## src/bpl_pkg.sv

```systemverilog
`timescale 1ns / 1ps
// Package for the 3x3 box-sum peak locator.
// Holds field widths, register codes and the structs shared by the modules.
package bpl_pkg;

  localparam int unsigned PIXEL_W    = 8;
  localparam int unsigned COLSUM_W   = 10;
  localparam int unsigned SUM_W      = 12;
  localparam int unsigned POS_W      = 11;
  localparam int unsigned CFG_W      = 12;
  localparam int unsigned APB_DATA_W = 32;
  localparam int unsigned APB_ADDR_W = 3;

  localparam logic [CFG_W-1:0] FRAME_WIDTH_RST  = 12'd640;
  localparam logic [CFG_W-1:0] FRAME_HEIGHT_RST = 12'd480;

  typedef enum logic {
    REG_FRAME_WIDTH  = 1'b0,
    REG_FRAME_HEIGHT = 1'b1
  } bpl_reg_e;

  // One pixel on its way from the counters to the window stage.
  typedef struct packed {
    logic [PIXEL_W-1:0] pixel;
    logic               interior;
    logic               frame_end;
    logic [POS_W-1:0]   col;
    logic [POS_W-1:0]   row;
  } bpl_item_t;

  // One line store entry: the pixels one and two rows above.
  typedef struct packed {
    logic [PIXEL_W-1:0] up1;
    logic [PIXEL_W-1:0] up2;
  } bpl_lines_t;

endpackage

```

## src/bpl_regs.sv

```systemverilog
`timescale 1ns / 1ps
// APB configuration registers: frame width and frame height.
// Depends on bpl_pkg.
module bpl_regs (
  input  logic                            clk_i,
  input  logic                            rst_ni,
  input  logic                            psel,
  input  logic                            penable,
  input  logic                            pwrite,
  input  logic [bpl_pkg::APB_ADDR_W-1:0]  paddr,
  input  logic [bpl_pkg::APB_DATA_W-1:0]  pwdata,
  output logic [bpl_pkg::APB_DATA_W-1:0]  prdata,
  output logic                            pready,
  output logic [bpl_pkg::CFG_W-1:0]       frame_width_o,
  output logic [bpl_pkg::CFG_W-1:0]       frame_height_o
);
  import bpl_pkg::*;

  logic [CFG_W-1:0] width_q;
  logic [CFG_W-1:0] height_q;
  bpl_reg_e         reg_sel;
  logic             wr_en;

  assign reg_sel = bpl_reg_e'(paddr[2]);
  assign wr_en   = psel & penable & pwrite;
  assign pready  = 1'b1;

  always_ff @(posedge clk_i or negedge rst_ni) begin
    if (!rst_ni) begin
      width_q  <= FRAME_WIDTH_RST;
      height_q <= FRAME_HEIGHT_RST;
    end else if (wr_en) begin
      case (reg_sel)
        REG_FRAME_WIDTH:  width_q  <= pwdata[CFG_W-1:0];
        REG_FRAME_HEIGHT: height_q <= pwdata[CFG_W-1:0];
        default: ;
      endcase
    end
  end

  always_comb begin
    case (reg_sel)
      REG_FRAME_WIDTH:  prdata = APB_DATA_W'(width_q);
      REG_FRAME_HEIGHT: prdata = APB_DATA_W'(height_q);
      default:          prdata = '0;
    endcase
  end

  assign frame_width_o  = width_q;
  assign frame_height_o = height_q;

endmodule

```

## config.mk

```make
export PLATFORM = sky130hd
export DESIGN_NAME = bpl_regs
export DESIGN_NICKNAME = d
export VERILOG_FILES = /design/src/bpl_pkg.sv /design/src/bpl_regs.sv
export SDC_FILE = /design/constraint.sdc
export NUM_CORES = 1
export LEC_CHECK = 0
export BUFFER_PORTS_ARGS = -buffer_cell sky130_fd_sc_hd__buf_2
export CAP_MARGIN = 20
export CORE_MARGIN = 2
export CORE_UTILIZATION = 43
export DETAILED_ROUTE_END_ITERATION = 10
export PLACE_DENSITY = 0.88
export SYNTH_ARGS = -nofsm -noshare
export SYNTH_HDL_FRONTEND = slang
export SYNTH_SLANG_ARGS = --single-unit
```

## constraint.sdc

```tcl
create_clock -name clk_i -period 1.6 [get_ports clk_i]
set_input_delay 0.24 -clock clk_i [delete_from_list [all_inputs] [get_ports clk_i]]
set_output_delay 0.24 -clock clk_i [all_outputs]
set_load 0.05 [all_outputs]
```

==> metrics.md <==
| Metric | Value |
|---|---|
| Result of the run | finished, final reports clean |
| Period utilisation layout | around 94% |
| Total setup violations reported at the end of the flow | 0 |
| DRC violation count after routing | 0 |
| Htree depth | 1 |
| Cell-internal power | roughly 0.0013 W |
| Maximum clock skew at final layout | 0 ps |
| Max stage delay on crit path | 570 ps |
| Overall routed net length | about 2400 um |
| Worst relative slew slack | between 60% and 70% |
| Number of I/O port buffers | 53 |
| Mean post-synth cell area | about 15 sq um |
| Post-synth top area share | approximately a third |
| Post-DP HPWL | 1780 um |
| Via count of the routed design | between 800 and 900 |
| Crit-path slowest cell | sky130_fd_sc_hd__dfstp_2 |
| Number of instances resized during post-cts repair | 0 |
| Synthesized flop and latch total | 24 |
| First-pass GRT wire length | 3660 um |
| RSZ-0062 raised after global routing | false |
| Critical path, cell by cell | mux2_2, buf_2 |
| Dominant cells by area after synthesis | sky130_fd_sc_hd__dfrtp_1, sky130_fd_sc_hd__mux2_2, sky130_fd_sc_hd__dfstp_2 |
| Sequential share of power | 33.8% |
| Count of routing violations after the opening detailed-route iteration | 4 |
| WS Path Type | reg2out |
| Switch share | slightly above 50% |
| Source of the worst register-to-register timing path | frame_width_o[2] |
| Final global-route overflow total | 0 |
| Top cell type by total area after synthesis | sky130_fd_sc_hd__dfrtp_1 |
| Antenna violations before repair | 0 |
| Clk slew on worst S/H paths | around 130 ps |
| Area enclosed by the die boundary | 3430 sq um |
| Area delta synth->final | 19.1% |
| CTS tree | built |
| Vias per cell | 4.76 |
| Worst-case vdd ir drop | ~1.1 mV |
| Die extent in y | roughly 59 um |
| Path category of the worst min-delay check | in2reg |
| Total GRT Usage | approximately 14% |
| Setup crit start kind | flip-flop |
| Hold violation total from the final report | 0 |
| Post-layout min period | around 1500 ps |
| Share of post-route cells with drive strength above 1 | a little under three quarters |
| Largest net degree at the start of global routing | 25 |
| Post-synthesis cell area | around 1300 sq um |
| Achievable clock frequency | between 0.6 and 0.7 GHz |
| Buffer cell driving the clock tree root | sky130_fd_sc_hd__clkbuf_4 |
| Top library cells by usage in the layout, fill and taps aside | sky130_fd_sc_hd__buf_2, sky130_fd_sc_hd__mux2_2, sky130_fd_sc_hd__conb_1 |
| Hold path start | pwdata[8] |
| Max Transition Viols Final | 0 |
| Actual transition at the worst max-transition pin | ~540 ps |
| Setup repair bufs after CTS | 0 |
| Switching Power | roughly 0.0013 W |
| CP top delay family | flip-flops |
| Number of standard cells after synthesis | slightly below 90 |
| Final total power | 0.00256 W |
| Count of different cell masters after synthesis | 10 |
| Most frequent standard cell in the layout excluding fill and tap cells | sky130_fd_sc_hd__buf_2 |
| Site row count | 19 |
| Arrival time reported for the critical path endpoint | 1270 ps |
| Combinational share of power | 54.0% |
| Count of boundary I/O pins | 97 |
| Largest fanout of any net on the critical path | 3 |
| Number of CTS-inserted buffers | 3 |
| Required time of the critical path | approximately 1400 ps |
| Count of clock tree sinks | 24 |
| Final weighted congestion in routability-driven placement | ~0.68 |
| Die width | 58.6 um |
| Source-to-sink clock delay at the later pin of the worst-skew pair | about 300 ps |
| Nets | around 180 |
| Clk network pwr share | around an eighth |
| Number of warnings issued by yosys | 0 |
| Launch point of the critical path | frame_width_o[9] |
| CP endpoint kind | primary output |
| Power density normalized to cell area | around 1700 nW/um^2 |
| Number of iterations in the first detailed-routing pass | 3 |
| Setup Total Neg Slack | 0 ps |
| Fraction of the yosys area taken by sequential cells | a little under half |
| Final routed wire length divided by cell count | 13.8 um |
| Core Box Area | 2780 sq um |
| Cell leakage power | between 0.8 and 0.9 nW |
| Initial core utilization | a little under half |
| Number of diodes added for antenna fixing | 0 |
| Max-capacitance violation count | 0 |
| Antenna Violating Nets Remaining | 0 |
| Number of global-route vias before repair | approximately 800 |
| Worst-case clock buffer depth | 2 |
| Crit path buf inv count | 1 |
-- final cells by class --
cell class / count / area [sq um]
well taps: 31 / 38.8
clock buffers: 4 / 36.3
multi-input cells: 59 / 558
flip-flops and latches: 24 / 608
repair buffers: 55 / 283
fillers: 246 / 1260
-- metal layers --
layer	vias up	part of all wire (%)	GRT usage (%)
li1	368	-	-
met5	-	0	0
met2	49	52	25.2
met3	2	7.7	2.64
met4	0	0.50	4.98
met1	405	40	16.9
-- cell families (layout without fill, tap and decap cells) --
| family | count (synthesis) | in the layout | synth area share, % |
|---|---|---|---|
| buffers and inverters | 24 | 59 | 14.5 |
| DFF | 24 | 24 | 47.5 |
| and+or+nand+nor | 2 | 2 | 2.83 |
| muxes | 36 | 36 | 34.6 |
| other | 2 | 21 | 0.587 |
-- worst paths after layout --
| kind | end | slack [ps] | depth (start not counted) |
|---|---|---|---|
| worst max-delay path | prdata[9] | 90 | 2 |
| worst min-delay path | frame_height_o[8] | 170 | 2 |
| worst max register to register | frame_width_o[2] | 810 | 1 |
| worst min register to register | frame_height_o[0] | 540 | 1 |
| max in group asynchronous | frame_height_o[5] | 800 | 2 |
| min in group asynchronous | frame_width_o[4] | 430 | 2 |
-- Yosys cell counts, drive strengths merged --
| cell type | n |
|---|---|
| dfrtp | 18 |
| buf | 24 |
| mux2 | 36 |
| nand4 | 1 |
| nand4b | 1 |
| dfstp | 6 |
| conb | 2 |
-- sequential cells by signal, indices dropped and copies added, names as in the netlist --
name,flops
frame_height_o,12
frame_width_o,12
-- power groups by stage --
| stage | clock (W) | combinational (W) | sequential, W |
|---|---|---|---|
| 5_1_grt | 0.000343 | 0.00143 | 0.000881 |
| 6_report | 0.000312 | 0.00138 | 0.000863 |
| 3_3_place_gp | 0 | 0.00137 | 0.000856 |
| 3_5_place_dp | 0 | 0.00138 | 0.000873 |
| 2_1_floorplan | 0 | 0.000670 | 0.00134 |
| 4_1_cts | 0.000325 | 0.00139 | 0.000864 |
-- metrics by stage --
step / setup WS (ps) / util (%) / instances / hold slack [ps] / cell area (sq um)
floorplan: 304 / - / 107 / -55.6 / 1350
global route: 38.6 / 54.8 / 173 / 157 / 1520
CTS: 74.1 / 54.8 / 173 / 155 / 1520
global placement: 233 / 53.1 / 168 / 232 / 1480
finish: 91.5 / 54.8 / 173 / 165 / 1520
detailed placement: 227 / 53.1 / 168 / 243 / 1480
-- what timing repair did --
item,in CTS,in global routing
setup endpoints to repair,0,0
hold endpoints to repair,18,0
hold buffers,1,0
Power figures use the tool's default switching activity.
