<file path="config.mk">
export PLATFORM = sky130hd
export DESIGN_NAME = bpl_peak_flat
export DESIGN_NICKNAME = d
export VERILOG_FILES = /design/src/bpl_pkg.sv /design/src/bpl_if.sv /design/src/bpl_peak.sv /design/src/flat_wrapper.sv
export SDC_FILE = /design/constraint.sdc
export NUM_CORES = 1
export LEC_CHECK = 0
export ABC_AREA = 1
export BUFFER_PORTS_ARGS = -buffer_cell sky130_fd_sc_hd__buf_2
export CAP_MARGIN = 20
export CORE_ASPECT_RATIO = 0.75
export CORE_MARGIN = 4
export CORE_UTILIZATION = 29
export DETAILED_ROUTE_END_ITERATION = 10
export PLACE_DENSITY_LB_ADDON = 0.08
export SLEW_MARGIN = 20
export SYNTH_ARGS = -nofsm -noshare
export SYNTH_HDL_FRONTEND = slang
export SYNTH_SLANG_ARGS = --single-unit
</file>
<file path="constraint.sdc">
create_clock -name clk_i -period 4.5 [get_ports clk_i]
set_clock_uncertainty 0.05 [all_clocks]
set_input_delay 0.45 -clock clk_i [delete_from_list [all_inputs] [get_ports clk_i]]
set_output_delay 0.45 -clock clk_i [all_outputs]
set_load 0.005 [all_outputs]
</file>
<file path="src/bpl_pkg.sv">
`timescale 1ns / 1ps
// Package for the 3x3 box-sum peak locator.
// Holds field widths, register codes and the structs shared by the modules.
package bpl_pkg;

  localparam int unsigned PIXEL_W    = 8;
  localparam int unsigned COLSUM_W   = 10;
  localparam int unsigned SUM_W      = 12;
  localparam int unsigned POS_W      = 11;
  localparam int unsigned CFG_W      = 12;
  localparam int unsigned APB_DATA_W = 32;
  localparam int unsigned APB_ADDR_W = 3;

  localparam logic [CFG_W-1:0] FRAME_WIDTH_RST  = 12'd640;
  localparam logic [CFG_W-1:0] FRAME_HEIGHT_RST = 12'd480;

  typedef enum logic {
    REG_FRAME_WIDTH  = 1'b0,
    REG_FRAME_HEIGHT = 1'b1
  } bpl_reg_e;

  // One pixel on its way from the counters to the window stage.
  typedef struct packed {
    logic [PIXEL_W-1:0] pixel;
    logic               interior;
    logic               frame_end;
    logic [POS_W-1:0]   col;
    logic [POS_W-1:0]   row;
  } bpl_item_t;

  // One line store entry: the pixels one and two rows above.
  typedef struct packed {
    logic [PIXEL_W-1:0] up1;
    logic [PIXEL_W-1:0] up2;
  } bpl_lines_t;

endpackage

</file>
<file path="src/bpl_if.sv">


interface bpl_peak_if;
  import bpl_pkg::*;
  logic             valid;
  logic             ready;
  logic [POS_W-1:0] peak_col;
  logic [POS_W-1:0] peak_row;
  logic [SUM_W-1:0] peak_sum;
  logic             found;
  modport source (output valid, output peak_col, output peak_row, output peak_sum,
                  output found, input ready);
  modport sink (input valid, input peak_col, input peak_row, input peak_sum,
                input found, output ready);
endinterface

</file>
<file path="src/bpl_peak.sv">
`timescale 1ns / 1ps
// Window stage: column sums, 3x3 box sum, running peak and the result register.
// Depends on bpl_pkg and bpl_peak_if.
module bpl_peak (
  input  logic                clk_i,
  input  logic                rst_ni,
  input  logic                valid_i,
  output logic                ready_o,
  input  bpl_pkg::bpl_item_t  item_i,
  input  bpl_pkg::bpl_lines_t lines_i,
  bpl_peak_if.source          peak_o
);
  import bpl_pkg::*;

  logic [COLSUM_W-1:0] ws_a_q, ws_b_q;
  logic [SUM_W-1:0]    best_sum_q, best_sum_d;
  logic [POS_W-1:0]    best_col_q, best_col_d;
  logic [POS_W-1:0]    best_row_q, best_row_d;
  logic                best_v_q, best_v_d;
  logic [POS_W-1:0]    out_col_q, out_row_q;
  logic [SUM_W-1:0]    out_sum_q;
  logic                out_found_q;
  logic                out_v_q;
  logic [COLSUM_W-1:0] colsum;
  logic [SUM_W-1:0]    box;
  logic                take;
  logic                fire;

  assign ready_o = !item_i.frame_end || !out_v_q || peak_o.ready;
  assign fire    = valid_i && ready_o;

  always_comb begin
    colsum = COLSUM_W'(lines_i.up2) + COLSUM_W'(lines_i.up1) + COLSUM_W'(item_i.pixel);
    box    = SUM_W'(ws_a_q) + SUM_W'(ws_b_q) + SUM_W'(colsum);
    take   = item_i.interior && (!best_v_q || (box > best_sum_q));
    best_sum_d = best_sum_q;
    best_col_d = best_col_q;
    best_row_d = best_row_q;
    best_v_d   = best_v_q;
    if (take) begin
      best_sum_d = box;
      best_col_d = item_i.col;
      best_row_d = item_i.row;
      best_v_d   = 1'b1;
    end
  end

  always_ff @(posedge clk_i or negedge rst_ni) begin
    if (!rst_ni) begin
      ws_a_q      <= '0;
      ws_b_q      <= '0;
      best_sum_q  <= '0;
      best_col_q  <= '0;
      best_row_q  <= '0;
      best_v_q    <= 1'b0;
      out_col_q   <= '0;
      out_row_q   <= '0;
      out_sum_q   <= '0;
      out_found_q <= 1'b0;
      out_v_q     <= 1'b0;
    end else begin
      out_v_q <= (out_v_q && !peak_o.ready) || (fire && item_i.frame_end);
      if (fire) begin
        if (item_i.frame_end) begin
          out_col_q   <= best_v_d ? best_col_d : '0;
          out_row_q   <= best_v_d ? best_row_d : '0;
          out_sum_q   <= best_v_d ? best_sum_d : '0;
          out_found_q <= best_v_d;
          ws_a_q      <= '0;
          ws_b_q      <= '0;
          best_sum_q  <= '0;
          best_col_q  <= '0;
          best_row_q  <= '0;
          best_v_q    <= 1'b0;
        end else begin
          ws_a_q     <= ws_b_q;
          ws_b_q     <= colsum;
          best_sum_q <= best_sum_d;
          best_col_q <= best_col_d;
          best_row_q <= best_row_d;
          best_v_q   <= best_v_d;
        end
      end
    end
  end

  assign peak_o.valid    = out_v_q;
  assign peak_o.peak_col = out_col_q;
  assign peak_o.peak_row = out_row_q;
  assign peak_o.peak_sum = out_sum_q;
  assign peak_o.found    = out_found_q;

endmodule

</file>
<file path="src/flat_wrapper.sv">
// flat-port wrapper written by rule: the top's interface ports become plain ports
module bpl_peak_flat import bpl_pkg::*;
  (clk_i, rst_ni, valid_i, ready_o, item_i, lines_i, peak_o_valid, peak_o_peak_col, peak_o_peak_row, peak_o_peak_sum, peak_o_found, peak_o_ready);
  bpl_peak_if peak_o_i ();
  input  logic clk_i;
  input  logic rst_ni;
  input  logic valid_i;
  output logic ready_o;
  input  bpl_pkg::bpl_item_t item_i;
  input  bpl_pkg::bpl_lines_t lines_i;
  output wire logic [$bits(peak_o_i.valid)-1:0] peak_o_valid;
  output wire logic [$bits(peak_o_i.peak_col)-1:0] peak_o_peak_col;
  output wire logic [$bits(peak_o_i.peak_row)-1:0] peak_o_peak_row;
  output wire logic [$bits(peak_o_i.peak_sum)-1:0] peak_o_peak_sum;
  output wire logic [$bits(peak_o_i.found)-1:0] peak_o_found;
  input wire logic [$bits(peak_o_i.ready)-1:0] peak_o_ready;
  assign peak_o_valid = peak_o_i.valid;
  assign peak_o_peak_col = peak_o_i.peak_col;
  assign peak_o_peak_row = peak_o_i.peak_row;
  assign peak_o_peak_sum = peak_o_i.peak_sum;
  assign peak_o_found = peak_o_i.found;
  assign peak_o_i.ready = peak_o_ready;
  bpl_peak u_core (.clk_i(clk_i), .rst_ni(rst_ni), .valid_i(valid_i), .ready_o(ready_o), .item_i(item_i), .lines_i(lines_i), .peak_o(peak_o_i));
endmodule
</file>
==> results.md, run 1 <==
* Avg Cell Area, Syn at 7.54 µm²
* Vias in the first global route at 5756
* Slew Limit Fails at 0
* Design Power at 6.08 mW
* Buf+Inv Stages, Crit Path at 7
* Skew-Pair Late Insertion Delay at 0.35 ns
* Overflow after GRT at 0
* Nets at 1146
* Core Area at 22100 µm²
* Initial antenna violation count at 0
* Pwr/cell area at 664 nW/µm²
* Synth warn at 0
* Synth Flop Type: dfrtp_1
* Largest delay share family, worst path: simple AND/OR/NAND/NOR gates
* Arr. time, crit path at 4.74 ns
* Most common cell in the netlist: nand2_1
* Final Hold Viols at 0
* Final Cell Area at 9160 µm²
* CTS Hold Bufs at 0
* Final period util at 1.01
* Max incr delay on CP at 0.37 ns
* Area grow syn2layout at 41.0%
* Total track usage at 0.149
* Dpl hpwl at 12800 µm
* F_max at 220 MHz
* Worst-path clk slew at 0.06 ns
* Most numerous cell on the critical path: nand2_1
* Clock root cell: clkbuf_16
* Initial core utilization at 0.294
* Final Non-Filler Cells at 1340
* FF-to-FF setup slack at 0.15 ns
* FF-to-FF path depth at 27
* Place WS at -0.619 ns
* Die width at 181 µm
* CTS tree: built
* Critical R2R Capture: u_core.best_col_q[10]$_DFFE_PN0P_
* Worst Hold Class: primary input to async pin
* Setup violators final at 61
* Worst r2r src: u_core.ws_b_q[0]$_DFFE_PN0P_
* Yosys top cell area share at 0.351
* Final min period at 4.55 ns
* Min Hold Slack at 0.131 ns
* Gpl congestion at 0.826
* Req. time, crit path at 4.68 ns
* Top cells by count, synth: 267 x nand2_1, 137 x inv_1, 119 x nand3_1
* Clk buf depth at 2
* Input/output buffers at 88
* Share of layout cells above drive strength 1 at 0.385
* Critical Path End Type: flop
* Maximum VDD drop at 0.000285 V
* Mapped Area at 6490 µm²
* Relative slew slack at 0.394
* Fraction of registers with async set/reset at 1.00
* # diodes at 0
* Routed Wire Length at 18300 µm
* Worst path slowest cell: fa_2
* Failing checks: negative setup slack
* CP startpoint kind: primary input
* Worst Path Max Fanout at 7
* Detail Route Antenna Nets at 0
* Syn Inst Count at 861
* Ports at 89
* Via Count at 5834
* Register bit total from synthesis at 91
* Placed cells at 1287
* Routed len/inst at 13.6 µm
* H-tree levels at 3
* Die H at 138 µm
* Post-synth top area cell: dfrtp_1
* Worst Tran Pin Value at 0.907 ns
* FP Rows at 47
* Inserted Clock Buffers at 9
* Die area at 24900 µm²
* Net count after synthesis at 965
* Filler Cell Count at 2343
* Synth top area cells: dfrtp_1 35%, nand2_1 15%, ha_1 9.3%, nand3_1 9.2%, inv_1 7.9%
* Largest net degree at the start of global routing at 63
* Fin Setup TNS at -1.20 ns
* DR vias/cell at 4.35
* CP Class: primary input to flop
* Residual DRC at 0
* Area post-placement at 7740 µm²
* Share of the yosys chip area belonging to registers at 0.351
* First-pass GRT wire length at 29900 µm
* Setup ws final at -0.0539 ns
* Synth cell types at 40
* Max-cap viol count at 0
* Status: finished with violations
* Number of flops mapped to enable cells by yosys at 0
* Clk sinks at 91
* TritonRoute pass-1 iters at 4
* RSZ-0062 raised after global routing: yes
* Initial DRC count at 264
* Util after Layout at 0.415
* Leakage at 4.90 nW
-- metal layers --
layer / GRT usage / up-vias / wire length, µm
met5: 0 / - / 0
met4: 0.0248 / 0 / 104
li1: - / 3066 / -
met1: 0.221 / 2700 / 9690
met3: 0.0272 / 7 / 468
met2: 0.229 / 61 / 8030
-- cells by family (layout without fill, tap and decap cells) --
logic type / Yosys count / after routing / synth area share
xor gates and xnor gates: 24 / 24 / 0.0324
DFF: 91 / 91 / 0.351
AOI/OAI and AO/OA: 61 / 61 / 0.0501
adders and majority gates: 52 / 52 / 0.105
and+or+nand+nor: 463 / 463 / 0.342
buffers and inverters: 170 / 355 / 0.120
-- worst max-delay path by stage --
| stage | from | endpoint | slack [ns] | cells after the start |
|---|---|---|---|---|
| 3_5_place_dp | lines_i[0] | u_core.best_row_q[9]$_DFFE_PN0P_ | -0.62 | 37 |
| 2_1_floorplan | lines_i[2] | u_core.best_sum_q[3]$_DFFE_PN0P_ | 0.03 | 37 |
| 4_1_cts | lines_i[8] | u_core.best_col_q[4]$_DFFE_PN0P_ | -0.04 | 39 |
| 5_1_grt | lines_i[10] | u_core.best_row_q[7]$_DFFE_PN0P_ | -0.33 | 35 |
| 6_report | lines_i[8] | u_core.best_col_q[10]$_DFFE_PN0P_ | -0.05 | 38 |
| 3_3_place_gp | lines_i[0] | u_core.best_col_q[4]$_DFFE_PN0P_ | -0.65 | 35 |
-- registers in the layout, summed over array words and instances, names as in the netlist --
name	flops
u_core.peak_o.peak_col	11
u_core.peak_o.peak_sum	12
u_core.ws_a_q	10
u_core.best_row_q	11
u_core.best_col_q	11
u_core.peak_o.peak_row	11
u_core.ws_b_q	10
u_core.peak_o.found	1
u_core.best_v_q	1
u_core.best_sum_q	12
u_core.peak_o.valid	1
-- cell usage in the layout, fill, tap and decap left out, types with 2 or more instances in the layout --
| cell | synthesis | final |
|---|---|---|
| a21o_1 | 2 | 2 |
| a21oi_1 | 28 | 16 |
| a21oi_2 | 0 | 10 |
| a21oi_4 | 0 | 2 |
| buf_12 | 3 | 8 |
| buf_16 | 0 | 3 |
| buf_2 | 9 | 84 |
| buf_4 | 7 | 98 |
| buf_6 | 2 | 3 |
| buf_8 | 0 | 2 |
| clkbuf_1 | 2 | 2 |
| clkbuf_16 | 0 | 9 |
| clkbuf_8 | 3 | 2 |
| dfrtp_1 | 91 | 91 |
| fa_1 | 4 | 2 |
| fa_2 | 0 | 2 |
| ha_1 | 48 | 29 |
| ha_4 | 0 | 19 |
| inv_1 | 137 | 127 |
| inv_2 | 5 | 15 |
| nand2_1 | 267 | 236 |
| nand2_2 | 3 | 28 |
| nand2_4 | 31 | 37 |
| nand3_1 | 119 | 64 |
| nand3_2 | 1 | 55 |
| nand4_1 | 6 | 6 |
| nor2_1 | 21 | 17 |
| nor2_2 | 2 | 5 |
| nor2_4 | 2 | 3 |
| o21ai_0 | 18 | 15 |
| o21ai_1 | 5 | 6 |
| o21ai_2 | 0 | 2 |
| o22ai_1 | 4 | 4 |
| xnor2_1 | 7 | 6 |
| xor2_1 | 17 | 12 |
| xor2_2 | 0 | 4 |
-- worst reg2reg max path: cells and delay by family (launching register included) --
family	cells	cell delay [ns]
AND/OR/NAND/NOR	15	1.36
adder cells (fa/ha/maj)	4	1.30
buffers and inverters	5	0.47
AO/OA/AOI/OAI	2	0.43
flip-flops	1	0.39
XOR/XNOR	1	0.27
-- report_power, final --
part           switching (mW)  internal (mW)
registers               0.108           1.03
logic                    2.10           2.08
clock network           0.312          0.458
-- area by class of cell --
| type | count | area [µm²] | share of cell area |
|---|---|---|---|
| inverter | 142 | 533 | 0.0582 |
| tap | 294 | 368 | 0.0402 |
| timing repair buffer | 198 | 1460 | 0.160 |
| clock inverter | 2 | 35.0 | 0.00383 |
| sequential | 91 | 2280 | 0.249 |
| clock buffer | 13 | 260 | 0.0284 |
| multi-input combinational | 600 | 4220 | 0.461 |
-- timing repair --
action	CTS	global route
setup endpoints to repair	68	68
resized for setup	84	72
gates cloned	3	0
buffers inserted	29	6
pin swaps	63	55
endpoints found under the hold margin	0	0
Power figures use the tool's default switching activity.
==> run 2, diff against run 1 <==
--- a/config.mk
+++ b/config.mk
@@ -5,7 +5,6 @@
 export SDC_FILE = /design/constraint.sdc
 export NUM_CORES = 1
 export LEC_CHECK = 0
-export ABC_AREA = 1
 export BUFFER_PORTS_ARGS = -buffer_cell sky130_fd_sc_hd__buf_2
 export CAP_MARGIN = 20
 export CORE_ASPECT_RATIO = 0.75
==> run 2 against run 1 <==
  * The run still ends with negative setup slack left
  * Global-route usage down 0.39 points
  * Synthesized cell count down 36%
  * Via count down 19%
  * Sequential share of layout area up 5.1 points
  * Clock-buffer cell count down 3
  * Sequential cell count unchanged
  * Worst hold slack better by 0.054 ns
  * Core utilization down 0.55 points
  * Routed wire length down 16%
  * Combinational power down 13%
  * Critical path type unchanged
  * Largest power group unchanged
==> results.md, run 2 <==
* Mapped Area at 5520 µm² (was 6490 µm²)
* Critical Path End Type: flop (unchanged)
* Detail Route Antenna Nets at 0 (unchanged)
* Input/output buffers at 88 (unchanged)
* Skew-Pair Late Insertion Delay at 0.35 ns (about the same)
* Ports at 89 (unchanged)
* FF-to-FF setup slack at -0.46 ns (was 0.15 ns)
* Die area at 21300 µm² (was 24900 µm²)
* RSZ-0062 raised after global routing: yes (unchanged)
* Dpl hpwl at 11200 µm (was 12800 µm)
* Multi-input combinational cell area at 3300 µm² (was 4220 µm²)
* Relative slew slack at 0.388 (was 0.394)
* Total track usage at 0.145 (was 0.149)
* Synth Flop Type: dfrtp_1 (unchanged)
* Syn Inst Count at 548 (was 861)
* Area grow syn2layout at 37.8% (was 41.0%)
* Place WS at -1.17 ns (was -0.619 ns)
* Nets at 819 (was 1146)
* Pwr/cell area at 747 nW/µm² (was 664 nW/µm²)
* Final min period at 5.18 ns (was 4.55 ns)
* Commonest non-fill, non-tap cell in the layout: dfrtp_1 (was nand2_1)
* Net count after synthesis at 652 (was 965)
* CTS tree: built (unchanged)
* Vias in the first global route at 4729 (was 5756)
* Routed Wire Length at 15400 µm (was 18300 µm)
* Initial core utilization at 0.297 (was 0.294)
* Share of the yosys chip area belonging to registers at 0.413 (was 0.351)
* Post-synth top area cell: dfrtp_1 (unchanged)
* FF+latch area at 2280 µm² (unchanged)
* Filler Cell Count at 1853 (was 2343)
* CP Class: primary input to flop (unchanged)
* Share of layout cells above drive strength 1 at 0.354 (was 0.385)
* Design Power at 5.68 mW (was 6.08 mW)
* Status: finished with violations (unchanged)
* Register bit total from synthesis at 91 (unchanged)
* Worst Path Max Fanout at 18 (was 7)
* Gpl congestion at 0.803 (was 0.826)
* Arr. time, crit path at 5.35 ns (was 4.74 ns)
* Final period util at 1.15 (was 1.01)
* Worst Hold Class: primary input to async pin (unchanged)
* Final Cell Area at 7600 µm² (was 9160 µm²)
* Die width at 167 µm (was 181 µm)
* CTS Hold Bufs at 0 (unchanged)
* Avg Cell Area, Syn at 10.1 µm² (was 7.54 µm²)
* Yosys top cell area share at 0.413 (was 0.351)
* Synth cell types at 56 (was 40)
* Number of flops mapped to enable cells by yosys at 0 (unchanged)
* Inserted Clock Buffers at 9 (unchanged)
* Failing checks: negative setup slack (unchanged)
* Clk sinks at 91 (unchanged)
* Fraction of registers with async set/reset at 1.00 (unchanged)
* Max-cap viol count at 0 (unchanged)
* Core Area at 18600 µm² (was 22100 µm²)
* Final Non-Filler Cells at 967 (was 1340)
* Overflow after GRT at 0 (unchanged)
* Largest net degree at the start of global routing at 69 (was 63)
* Most numerous cell on the critical path: buf_4 (was nand2_1)
* Routed len/inst at 15.9 µm (was 13.6 µm)
* Initial DRC count at 178 (was 264)
* Worst Tran Pin Value at 0.918 ns (was 0.907 ns)
* Worst path slowest cell: fa_2 (unchanged)
* Residual DRC at 0 (unchanged)
* F_max at 193 MHz (was 220 MHz)
* Most common cell in the netlist: dfrtp_1 (was nand2_1)
* Setup ws final at -0.677 ns (was -0.0539 ns)
* Placed cells at 936 (was 1287)
* Top cells by count, synth: 91 x dfrtp_1, 72 x nand2_1, 48 x ha_1 (was 267 x nand2_1, 137 x inv_1, 119 x nand3_1)
* DR vias/cell at 4.87 (was 4.35)
* Die H at 127 µm (was 138 µm)
* First-pass GRT wire length at 25100 µm (was 29900 µm)
* H-tree levels at 3 (unchanged)
* # diodes at 0 (unchanged)
* Clk buf depth at 2 (unchanged)
* Worst-path clk slew at 0.07 ns (was 0.06 ns)
* FP Rows at 43 (was 47)
* Req. time, crit path at 4.68 ns (about the same)
* Area post-placement at 6800 µm² (was 7740 µm²)
* Leakage at 3.73 nW (was 4.90 nW)
* Max incr delay on CP at 0.37 ns (about the same)
* Synth top area cells: dfrtp_1 41%, ha_1 11%, a22o_1 6.2%, nand2_1 4.9%, mux2i_1 4.7% (was dfrtp_1 35%, nand2_1 15%, ha_1 9.3%, nand3_1 9.2%, inv_1 7.9%)
* Final Hold Viols at 0 (unchanged)
* CP startpoint kind: primary input (unchanged)
* TritonRoute pass-1 iters at 5 (was 4)
* Slew Limit Fails at 0 (unchanged)
* Fin Setup TNS at -41.44 ns (was -1.20 ns)
* Initial antenna violation count at 0 (unchanged)
* Via Count at 4710 (was 5834)
* Setup violators final at 68 (was 61)
* Most frequent cells in the layout: 91 x dfrtp_1, 83 x buf_2, 79 x buf_4 (was 236 x nand2_1, 127 x inv_1, 98 x buf_4)
* Clock root cell: clkbuf_16 (unchanged)
* Maximum VDD drop at 0.000326 V (was 0.000285 V)
* Synth warn at 0 (unchanged)
run 2: cell types whose count changed in the layout (fill, tap and decap cells not counted), sizes merged, moves of 14 or more:
cell,previous run,this run
nand3,120,28
buf,198,183
inv,142,22
xnor2,7,21
nand2,302,73
a22o,0,39
mux2i,0,26
o21ai,23,40
run 2: through the flow:
stage | util | hold slack [ns]
2_1_floorplan | - | 0.104
3_3_place_gp | 0.366 | 0.406
3_5_place_dp | 0.366 | 0.411
4_1_cts | 0.396 | 0.219
5_1_grt | 0.410 | 0.261
6_report | 0.410 | 0.184
run 2: layout make-up:
class,count,share of cell area
repair buffers,183,0.174
well taps,247,0.0406
inverters,20,0.00987
clock buffers,10,0.0301
multi-input cells,410,0.434
clock inverters,6,0.0127
flip-flops and latches,91,0.299
run 2: metal layers:
metal / wire (µm) / GRT usage
met1: 8200 / 0.223
met4: 131 / 0.0329
met2: 6540 / 0.206
met3: 515 / 0.0309
met5: 0 / 0
run 2: logic make-up after synthesis:
logic type | synth area share
buf+inv | 0.0476
xor+xnor | 0.0444
mux | 0.0472
flops | 0.413
fa+ha+maj | 0.123
compound gates | 0.197
simple gates | 0.128
run 2: final timing paths:
kind	to	from	depth (start not counted)
max in group asynchronous	u_core.best_sum_q[3]$_DFFE_PN0P_	rst_ni	2
hold reg to reg	u_core.ws_a_q[4]$_DFFE_PN0P_	u_core.ws_a_q[4]$_DFFE_PN0P_	2
setup / recovery	u_core.peak_o.peak_sum[11]$_DFFE_PN0P_	lines_i[0]	29
setup reg to reg	u_core.peak_o.peak_sum[11]$_DFFE_PN0P_	u_core.ws_b_q[0]$_DFFE_PN0P_	20
hold / removal	u_core.peak_o.peak_row[7]$_DFFE_PN0P_	rst_ni	1
min in group clk_i	u_core.best_row_q[4]$_DFFE_PN0P_	item_i[4]	2
run 2: timing repair:
action / 4_1_cts / 5_1_grt
buffers inserted: 5 / 8
cloned: 2 / 0
setup endpoints to repair: 68 / 68
pin swaps: 4 / 21
resized for setup: 35 / 40
run 2: power breakdown:
part / internal, mW / switching [mW]
combinational: 1.89 / 1.71
sequential: 1.09 / 0.152
clock: 0.494 / 0.340
total: 3.47 / 2.21
run 2: critical path: cells and delay by family:
family,cells,cell delay [ns]
xor gates and xnor gates,2,0.25
AOI/OAI and AO/OA,9,1.64
and+or+nand+nor,6,0.59
buffers and inverters,7,0.92
adders and majority gates,5,1.49
